<file path="src/hw/rtl/cooperative_task_timer_table_core_assert.svh">
// ----------------------------------------------------------------------------
// Cooperative task timer table - assertion macros
// Shared concurrent assertion forms for the timer table RTL.
// ----------------------------------------------------------------------------
`ifndef COOPERATIVE_TASK_TIMER_TABLE_CORE_ASSERT_SVH
`define COOPERATIVE_TASK_TIMER_TABLE_CORE_ASSERT_SVH

// check a property at every rising clock edge outside reset
`define CTTT_ASSERT_HOLDS(label, clk, rst_n, prop, msg) \
    label: assert property (@(posedge clk) disable iff (!rst_n) (prop)) else $error(msg);

// check that a condition implies another one on the following edge
`define CTTT_ASSERT_NEXT(label, clk, rst_n, ante, cons, msg) \
    label: assert property (@(posedge clk) disable iff (!rst_n) (ante) |=> (cons)) else $error(msg);

`endif

</file>
<file path="src/hw/rtl/cttt_pkg.sv">
// ----------------------------------------------------------------------------
// Cooperative task timer table - package
// Types, codes and constants shared by the timer table modules.
// ----------------------------------------------------------------------------
package cttt_pkg;

    localparam int MAX_TASKS_DEF = 8;
    localparam int RESULT_LIMIT  = 8;
    localparam int RW            = $clog2(RESULT_LIMIT + 1);

    localparam int CD_W   = 16;
    localparam int TAG_W  = 8;
    localparam int SLOT_W = 3;

    typedef enum logic [1:0] {
        OP_ADD      = 2'd0,
        OP_TICK     = 2'd1,
        OP_DISPATCH = 2'd2,
        OP_DELETE   = 2'd3
    } op_t;

    typedef enum logic [1:0] {
        ST_OK       = 2'd0,
        ST_FULL     = 2'd1,
        ST_BAD_SLOT = 2'd2,
        ST_NONE     = 2'd3
    } status_t;

    typedef enum logic [1:0] {
        TB_HOLD,
        TB_APPEND,
        TB_ROTATE,
        TB_DROP
    } tbl_op_t;

    typedef enum logic {
        SQ_IDLE,
        SQ_WALK
    } seq_state_t;

    typedef struct packed {
        logic [CD_W-1:0]  countdown;
        logic [CD_W-1:0]  period;
        logic             ready;
        logic [TAG_W-1:0] tag;
    } entry_t;

    typedef struct packed {
        tbl_op_t op;
        entry_t  data;
    } tbl_cmd_t;

    typedef struct packed {
        entry_t head;
        logic   drop;
        logic   emit;
        logic   ready_inc;
        logic   ready_dec;
    } step_res_t;

endpackage

</file>
<file path="src/hw/rtl/cttt_step_unit.sv">
// ----------------------------------------------------------------------------
// Cooperative task timer table - entry step unit
// Shared per-entry datapath: tick decrement and reload, dispatch ready test,
// delete slot match. Applied to the head once a cycle unless stalled.
// ----------------------------------------------------------------------------
module cttt_step_unit
    import cttt_pkg::*;
#(
    parameter int CW = 4
) (
    input  entry_t          head,
    input  op_t             op,
    input  logic            emit_ok,
    input  logic [CW-1:0]   walk_idx,
    input  logic [CW-1:0]   target,
    output step_res_t       res
);

    logic            cd_nonzero;
    logic            cd_expire;
    logic [CD_W-1:0] cd_dec;

    assign cd_nonzero = (head.countdown != '0);
    assign cd_expire  = (head.countdown == CD_W'(1));
    assign cd_dec     = head.countdown - CD_W'(1);

    always_comb begin
        res           = '0;
        res.head      = head;
        case (op)
            OP_TICK: begin
                if (cd_nonzero) begin
                    res.head.countdown = cd_expire ? head.period : cd_dec;
                    res.head.ready     = head.ready | cd_expire;
                    res.ready_inc      = cd_expire & ~head.ready;
                end
            end
            OP_DISPATCH: begin
                if (head.ready && emit_ok) begin
                    res.emit       = 1'b1;
                    res.head.ready = 1'b0;
                    res.ready_dec  = 1'b1;
                    res.drop       = (head.period == '0);
                end
            end
            OP_DELETE: begin
                if (walk_idx == target) begin
                    res.drop      = 1'b1;
                    res.ready_dec = head.ready;
                end
            end
            default: begin
                res.head = head;
            end
        endcase
    end

endmodule

</file>
<file path="src/hw/rtl/cttt_table.sv">
// ----------------------------------------------------------------------------
// Cooperative task timer table - entry store
// Compact entry table in slots 0 .. count-1. The head is slot 0; a rotate
// moves the updated head behind the last live entry, a drop discards it.
// ----------------------------------------------------------------------------
module cttt_table
    import cttt_pkg::*;
#(
    parameter int MAX_TASKS = MAX_TASKS_DEF,
    parameter int CW        = $clog2(MAX_TASKS + 1)
) (
    input  logic          aclk,
    input  logic          aresetn,
    input  tbl_cmd_t      cmd,
    output entry_t        head,
    output logic [CW-1:0] count
);

    entry_t        ent_reg [MAX_TASKS];
    entry_t        ent_up  [MAX_TASKS];
    logic [CW-1:0] cnt_reg;
    logic [CW-1:0] cnt_next;

    for (genvar k = 0; k < MAX_TASKS; k++) begin : g_ent
        localparam logic [CW-1:0] K_POS  = CW'(k);
        localparam logic [CW-1:0] K_NEXT = CW'(k + 1);

        if (k < MAX_TASKS - 1) begin : g_up
            assign ent_up[k] = ent_reg[k + 1];
        end else begin : g_end
            assign ent_up[k] = cmd.data;
        end

        always_ff @(posedge aclk) begin
            case (cmd.op)
                TB_APPEND: begin
                    if (K_POS == cnt_reg) ent_reg[k] <= cmd.data;
                end
                TB_ROTATE: begin
                    if (K_NEXT == cnt_reg) ent_reg[k] <= cmd.data;
                    else if (K_NEXT < cnt_reg) ent_reg[k] <= ent_up[k];
                end
                TB_DROP: begin
                    if (K_NEXT < cnt_reg) ent_reg[k] <= ent_up[k];
                end
                default: begin
                    ent_reg[k] <= ent_reg[k];
                end
            endcase
        end
    end

    always_comb begin
        case (cmd.op)
            TB_APPEND: cnt_next = cnt_reg + CW'(1);
            TB_DROP:   cnt_next = cnt_reg - CW'(1);
            default:   cnt_next = cnt_reg;
        endcase
    end

    always_ff @(posedge aclk) begin
        if (!aresetn) begin
            cnt_reg <= '0;
        end else begin
            cnt_reg <= cnt_next;
        end
    end

    assign head  = ent_reg[0];
    assign count = cnt_reg;

endmodule

</file>
<file path="src/hw/rtl/cttt_seq.sv">
// ----------------------------------------------------------------------------
// Cooperative task timer table - sequencer
// Takes requests, runs add directly and walks the table for tick, dispatch
// and delete through the shared step unit. Holds the result register.
// ----------------------------------------------------------------------------
`include "cooperative_task_timer_table_core_assert.svh"

module cttt_seq
    import cttt_pkg::*;
#(
    parameter int MAX_TASKS = MAX_TASKS_DEF,
    parameter int CW        = $clog2(MAX_TASKS + 1)
) (
    input  logic              aclk,
    input  logic              aresetn,
    input  logic              s_tvalid,
    output logic              s_tready,
    input  op_t               req_op,
    input  logic [CD_W-1:0]   req_delay,
    input  logic [CD_W-1:0]   req_period,
    input  logic [TAG_W-1:0]  req_tag,
    input  logic [SLOT_W-1:0] req_target,
    output logic              m_tvalid,
    input  logic              m_tready,
    output logic [SLOT_W-1:0] rsp_slot,
    output logic [TAG_W-1:0]  rsp_tag,
    output status_t           rsp_status,
    output logic              rsp_last,
    output tbl_cmd_t          tbl_cmd,
    input  entry_t            tbl_head,
    input  logic [CW-1:0]     tbl_count
);

    seq_state_t        state_reg, state_next;
    op_t               op_reg;
    logic [CW-1:0]     n0_reg, walk_reg, kept_reg, target_reg, rdy_cnt_reg;
    logic [RW-1:0]     emit_reg, total_reg;

    logic              out_valid_reg;
    logic [SLOT_W-1:0] out_slot_reg;
    logic [TAG_W-1:0]  out_tag_reg;
    status_t           out_status_reg;
    logic              out_last_reg;

    logic              out_free, accept, step, walk_done, emit_ok, target_ok;
    logic              out_load, start_walk;
    logic [SLOT_W-1:0] load_slot;
    logic [TAG_W-1:0]  load_tag;
    status_t           load_status;
    logic              load_last;
    step_res_t         sres;

    assign out_free  = !out_valid_reg || m_tready;
    assign accept    = s_tvalid && s_tready;
    assign emit_ok   = (emit_reg < total_reg);
    assign target_ok = (32'(req_target) < 32'(tbl_count));
    assign walk_done = (CW'(walk_reg + CW'(1)) == n0_reg);

    cttt_step_unit #(
        .CW (CW)
    ) u_step (
        .head     (tbl_head),
        .op       (op_reg),
        .emit_ok  (emit_ok),
        .walk_idx (walk_reg),
        .target   (target_reg),
        .res      (sres)
    );

    always_comb begin
        state_next = state_reg;
        case (state_reg)
            SQ_IDLE: if (start_walk) state_next = SQ_WALK;
            SQ_WALK: if (step && walk_done) state_next = SQ_IDLE;
            default: state_next = SQ_IDLE;
        endcase
    end

    always_comb begin
        s_tready    = 1'b0;
        step        = 1'b0;
        start_walk  = 1'b0;
        out_load    = 1'b0;
        load_slot   = '0;
        load_tag    = '0;
        load_status = ST_OK;
        load_last   = 1'b1;
        tbl_cmd.op  = TB_HOLD;
        tbl_cmd.data = sres.head;
        case (state_reg)
            SQ_IDLE: begin
                s_tready = out_free;
                if (accept) begin
                    case (req_op)
                        OP_ADD: begin
                            out_load = 1'b1;
                            if (32'(tbl_count) >= MAX_TASKS) begin
                                load_status = ST_FULL;
                            end else begin
                                load_slot          = SLOT_W'(tbl_count);
                                tbl_cmd.op         = TB_APPEND;
                                tbl_cmd.data.countdown = req_delay;
                                tbl_cmd.data.period    = req_period;
                                tbl_cmd.data.ready     = 1'b0;
                                tbl_cmd.data.tag       = req_tag;
                            end
                        end
                        OP_TICK: begin
                            start_walk = (tbl_count != '0);
                        end
                        OP_DISPATCH: begin
                            if (rdy_cnt_reg == '0) begin
                                out_load    = 1'b1;
                                load_status = ST_NONE;
                            end else begin
                                start_walk = 1'b1;
                            end
                        end
                        OP_DELETE: begin
                            out_load    = 1'b1;
                            load_slot   = req_target;
                            load_status = target_ok ? ST_OK : ST_BAD_SLOT;
                            start_walk  = target_ok;
                        end
                        default: begin
                            out_load = 1'b0;
                        end
                    endcase
                end
            end
            SQ_WALK: begin
                step = !sres.emit || out_free;
                if (step) begin
                    tbl_cmd.op = sres.drop ? TB_DROP : TB_ROTATE;
                    if (sres.emit) begin
                        out_load  = 1'b1;
                        load_slot = SLOT_W'(kept_reg);
                        load_tag  = tbl_head.tag;
                        load_last = (RW'(emit_reg + RW'(1)) == total_reg);
                    end
                end
            end
            default: begin
                s_tready = 1'b0;
            end
        endcase
    end

    always_ff @(posedge aclk) begin
        if (!aresetn) begin
            state_reg     <= SQ_IDLE;
            rdy_cnt_reg   <= '0;
            out_valid_reg <= 1'b0;
        end else begin
            state_reg <= state_next;
            if (step) begin
                rdy_cnt_reg <= rdy_cnt_reg + CW'(sres.ready_inc) - CW'(sres.ready_dec);
            end
            if (out_load) begin
                out_valid_reg <= 1'b1;
            end else if (m_tready) begin
                out_valid_reg <= 1'b0;
            end
        end
    end

    always_ff @(posedge aclk) begin
        if (accept) begin
            op_reg     <= req_op;
            n0_reg     <= tbl_count;
            walk_reg   <= '0;
            kept_reg   <= '0;
            emit_reg   <= '0;
            target_reg <= CW'(req_target);
            if (32'(rdy_cnt_reg) > RESULT_LIMIT) total_reg <= RW'(RESULT_LIMIT);
            else total_reg <= RW'(rdy_cnt_reg);
        end else if (step) begin
            walk_reg <= walk_reg + CW'(1);
            if (!sres.drop) kept_reg <= kept_reg + CW'(1);
            if (sres.emit) emit_reg <= emit_reg + RW'(1);
        end
        if (out_load) begin
            out_slot_reg   <= load_slot;
            out_tag_reg    <= load_tag;
            out_status_reg <= load_status;
            out_last_reg   <= load_last;
        end
    end

    assign m_tvalid   = out_valid_reg;
    assign rsp_slot   = out_slot_reg;
    assign rsp_tag    = out_tag_reg;
    assign rsp_status = out_status_reg;
    assign rsp_last   = out_last_reg;

    `CTTT_ASSERT_HOLDS(a_rdy_le_count, aclk, aresetn, rdy_cnt_reg <= tbl_count, "ready count exceeds entries")
    `CTTT_ASSERT_NEXT(a_idle_count_stable, aclk, aresetn, state_reg == SQ_IDLE && !accept, $stable(tbl_count), "table count moved while idle")
    `CTTT_ASSERT_HOLDS(a_emit_bound, aclk, aresetn, state_reg != SQ_WALK || emit_reg <= total_reg, "more results than allowed")
    `CTTT_ASSERT_HOLDS(a_kept_le_walk, aclk, aresetn, state_reg != SQ_WALK || kept_reg <= walk_reg, "slot ahead of walk position")

endmodule

</file>
<file path="src/hw/rtl/cooperative_task_timer_table_core.sv">
// ----------------------------------------------------------------------------
// Cooperative task timer table - top level
// Compact table of timed tasks with add, tick, dispatch and delete requests.
// ----------------------------------------------------------------------------
// Add and an invalid delete or an empty dispatch finish in the accept cycle.
// Tick, dispatch and a valid delete walk the table one entry per cycle,
// up to MAX_TASKS live entries, through a single shared step unit; the
// walk stalls while a result waits on the result side, and no new
// request is taken during the walk.
module cooperative_task_timer_table_core
    import cttt_pkg::*;
#(
    parameter int MAX_TASKS = MAX_TASKS_DEF
) (
    input  logic        aclk,
    input  logic        aresetn,
    input  logic        s_tvalid,
    output logic        s_tready,
    input  logic [47:0] s_tdata,  // start_delay[15:0], repeat_period[31:16],
                                  // task_tag[39:32], target_slot[42:40]
    input  logic [1:0]  s_tuser,  // operation[1:0]
    output logic        m_tvalid,
    input  logic        m_tready,
    output logic [15:0] m_tdata,  // slot_index[2:0], tag_out[10:3]
    output logic [1:0]  m_tuser,  // status[1:0]
    output logic        m_tlast
);

    localparam int CW = $clog2(MAX_TASKS + 1);

    tbl_cmd_t          tbl_cmd;
    entry_t            tbl_head;
    logic [CW-1:0]     tbl_count;
    logic [SLOT_W-1:0] rsp_slot;
    logic [TAG_W-1:0]  rsp_tag;
    status_t           rsp_status;

    cttt_table #(
        .MAX_TASKS (MAX_TASKS),
        .CW        (CW)
    ) u_table (
        .aclk    (aclk),
        .aresetn (aresetn),
        .cmd     (tbl_cmd),
        .head    (tbl_head),
        .count   (tbl_count)
    );

    cttt_seq #(
        .MAX_TASKS (MAX_TASKS),
        .CW        (CW)
    ) u_seq (
        .aclk       (aclk),
        .aresetn    (aresetn),
        .s_tvalid   (s_tvalid),
        .s_tready   (s_tready),
        .req_op     (op_t'(s_tuser)),
        .req_delay  (s_tdata[15:0]),
        .req_period (s_tdata[31:16]),
        .req_tag    (s_tdata[39:32]),
        .req_target (s_tdata[42:40]),
        .m_tvalid   (m_tvalid),
        .m_tready   (m_tready),
        .rsp_slot   (rsp_slot),
        .rsp_tag    (rsp_tag),
        .rsp_status (rsp_status),
        .rsp_last   (m_tlast),
        .tbl_cmd    (tbl_cmd),
        .tbl_head   (tbl_head),
        .tbl_count  (tbl_count)
    );

    assign m_tdata = {5'd0, rsp_tag, rsp_slot};
    assign m_tuser = rsp_status;

endmodule

</file>
<file path="config.mk">
export PLATFORM = sky130hd
export DESIGN_NAME = cooperative_task_timer_table_core
export DESIGN_NICKNAME = d
export VERILOG_FILES = /design/src/hw/rtl/cttt_pkg.sv /design/src/hw/rtl/cttt_step_unit.sv /design/src/hw/rtl/cttt_table.sv /design/src/hw/rtl/cttt_seq.sv /design/src/hw/rtl/cooperative_task_timer_table_core.sv
export VERILOG_INCLUDE_DIRS = /design/src /design/src/hw/rtl
export SDC_FILE = /design/constraint.sdc
export NUM_CORES = 1
export LEC_CHECK = 0
export BUFFER_PORTS_ARGS = -buffer_cell sky130_fd_sc_hd__buf_2
export CORE_MARGIN = 2
export CORE_UTILIZATION = 65
export DETAILED_ROUTE_END_ITERATION = 8
export HOLD_SLACK_MARGIN = 0.12
export PLACE_DENSITY = 0.84
export SLEW_MARGIN = 20
export SYNTH_ARGS = -nofsm -noshare
export SYNTH_HDL_FRONTEND = slang
export SYNTH_SLANG_ARGS = --single-unit
</file>
<file path="constraint.sdc">
create_clock -name aclk -period 11.8 [get_ports aclk]
set_input_delay 0.59 -clock aclk [delete_from_list [all_inputs] [get_ports aclk]]
set_output_delay 0.59 -clock aclk [all_outputs]
set_load 0.01 [all_outputs]
</file>
==> qor.yml <==
run_status:
  outcome: "finished clean"
synthesis:
  netlist_top_cells_area: "edfxtp_1 62%, a21oi_1 4.9%, mux2_2 4.1%"
  synthAdderAreaFrac_pct: 2.22
  ys_seq_elements: 376
  synth_edf_count: 355
  ys_async_sr_fraction_pct: 0
  seq_area_frac_synth_pct: 64.2
  synth_ff_type: "edfxtp_1"
  post_synth.cell_area_avg_um2: 12.1
  ys_top_cells_by_count: "355 x edfxtp_1, 185 x nor2_1, 168 x a21oi_1"
  synthDominantCellAreaShare_pct: 61.7
  synth_cells: 1431
  synth_compound_area_share_pct: 11.3
  synth-xor-area-share_pct: 1.27
  synth_warnings: 0
  yosysMostFrequentCell: "edfxtp_1"
  synth_cell_types: 78
  syn_area_um2: 17300
  synth.area.mux_share_pct: 7.18
  yosys.area.top_type: "edfxtp_1"
  synth_top_family_by_area: "compound AO/OA/AOI/OAI gates"
  synth_simple_gate_area_share_pct: 9.84
pwr:
  comb_power_share_pct: 5.8
  p_leak_nw: 6.84
  swShare_pct: 21.9
  pwr-share-seq_pct: 53.0
  pwr-share-clk_pct: 41.2
  intPower_w: 0.00221
  power_w: 0.00283
  power_switching_w: 0.000618
  p_per_area_nw_per_um2: 148
  irDropWorstVdd_mv: 0.159
worst_hold_path:
  worstHoldStart: "s_tdata[41]"
  hp-class: "input pin to flip-flop"
die:
  core_um2: 26100
  start_util_pct: 66.3
  die_x_um: 167
  pin_count: 75
  rows: 59
  die_area_um2: 27900
  die_height_um: 167
timing:
  tightest_slew_ps: 997
  hold_violations: 0
  finalSetupViolations: 0
  maxSlewViolCount: 0
  timing.fmax_mhz: 246
  slew-limit-headroom_pct: 33.5
  rsz0062_at_grt: "no"
  fin_tns_setup_ps: 0
  fin_crit_ps: 4070
  finalCritPeriodShare_pct: 34.5
  finalClockSkew_ps: 19.8
clock_network:
  ctsResizeCount: 0
  numCtsBuffers: 39
  cts.sinks: 376
  post_cts_buffers: 0
  ctsHoldBuffers: 0
  clk_path_buf_depth: 3
  worstSkewPairLatency_ps: 540
  cts_root_buf: "clkbuf_16"
  h-tree-depth: 2
  tritoncts: "done"
  clk_pin_slew_ps: 60
placement:
  detailed_place_hpwl_mm: 24.3
  gp_congestion: 0.936
  io_buffers: 64
routing:
  routed_via_density: 6.36
  vias: 11700
  wl_per_cell_um: 22.1
  ant_nets: 0
  first_pass_iters: 7
  drc: 0
  wirelength_mm: 40.8
  drtIter0Drc: 1343
finish:
  diodes: 0
  drive_gt1_share_pct: 16.0
  largest_register_ffs: 328
  fillers: 1685
  synthToLayoutAreaGrowth_pct: 11.0
  nets: 1565
global_routing:
  antenna_found_initial: 0
  grtUsageTotal_pct: 29.5
  grt_max_degree: 62
  grt_pass1_wl_mm: 63.9
  overflow: 0
  grt_pass1_vias: 11600
worst_setup_path:
  cp_max_fo: 22
  arrival_ps: 4260
  end_kind: "flip-flop"
  path_class: "flip-flop to flip-flop"
  rr_startpoint: "u_seq.total_reg[1]"
  startpoint_type: "flip-flop"
  cp-startpoint: "u_seq.total_reg[1]"
  required_ps: 11990
run:
  cap_viol_max_count: 0
-- cells in the final DEF (no fill, tap or decap), types with 11 or more instances in the layout --
cell       count
edfxtp_1     355
nor2_1       185
a21oi_1      168
nand2_1       97
inv_1         87
o21ai_0       72
buf_2         64
mux2_2        63
mux2i_1       53
clkbuf_16     41
ha_1          29
buf_4         23
dfxtp_1       21
nand3_1       18
xnor2_1       15
and2_1        13
nor3_1        12
clkbuf_1      11
-- worst paths after layout --
kind / to / slack, ps / cells past startpoint
worst min-delay path: u_seq.target_reg[1] / 290 / 1
worst max register to register: u_table.ent_reg[0][135] / 7730 / 8
worst max-delay path: u_table.ent_reg[0][135] / 7730 / 8
worst min register to register: u_seq.kept_reg[2] / 490 / 1
-- worst max-delay path, stage by stage, from the launching register on --
cell and delay, ps:
edfxtp_1 370, inv_1 60, ha_1 270, nor2b_1 140, o211a_1 270, o31a_1 830, nand2_1 380, o21ai_4 860
buf_4 490
-- power groups by stage --
stage          Sequential, W  Clock (W)  Combinational (W)
2_1_floorplan        0.00152          0           0.000109
3_3_place_gp         0.00153          0           0.000152
3_5_place_dp         0.00153          0           0.000161
4_1_cts              0.00150    0.00117           0.000163
5_1_grt              0.00150    0.00122           0.000182
6_report             0.00150    0.00116           0.000164
-- logic make-up (layout without fill, tap and decap cells) --
family,after synthesis,after routing
multiplexers,116,116
buffers and inverters,171,246
AND/OR/NAND/NOR,381,381
AO/OA/AOI/OAI,331,331
adder cells (fa/ha/maj),30,30
other,1,5
flip-flops,376,376
XOR/XNOR,25,25
-- layout make-up --
type | instances | area (µm²) | share of cell area, %
multi-input cells | 888 | 5640 | 29.4
well taps | 335 | 419 | 2.19
clock buffers | 52 | 1070 | 5.57
clock inverters | 18 | 134 | 0.698
repair buffers | 87 | 493 | 2.57
flip-flops and latches | 376 | 11100 | 57.8
inverters | 89 | 334 | 1.74
-- stage by stage --
step	hold slack [ps]	instances	utilization (%)	worst slack, ps	cell area, µm²
after floorplan	406	1435	-	4590	17300
after CTS	282	1845	73.6	7570	19200
after detailed placement	463	1775	68.9	7600	18000
final	288	1845	73.6	7730	19200
after global placement	443	1775	68.9	7690	18000
after global routing	281	1845	73.6	7480	19200
-- metal layers --
layer | wire, µm | share of wire (%) | GRT usage [%]
met1 | 16000 | 39 | 40.6
met2 | 19800 | 49 | 48.5
met3 | 3680 | 9.0 | 4.25
met4 | 1300 | 3.2 | 11.2
met5 | 0 | 0 | 0
Note: power is estimated with default switching activity, not from simulation.
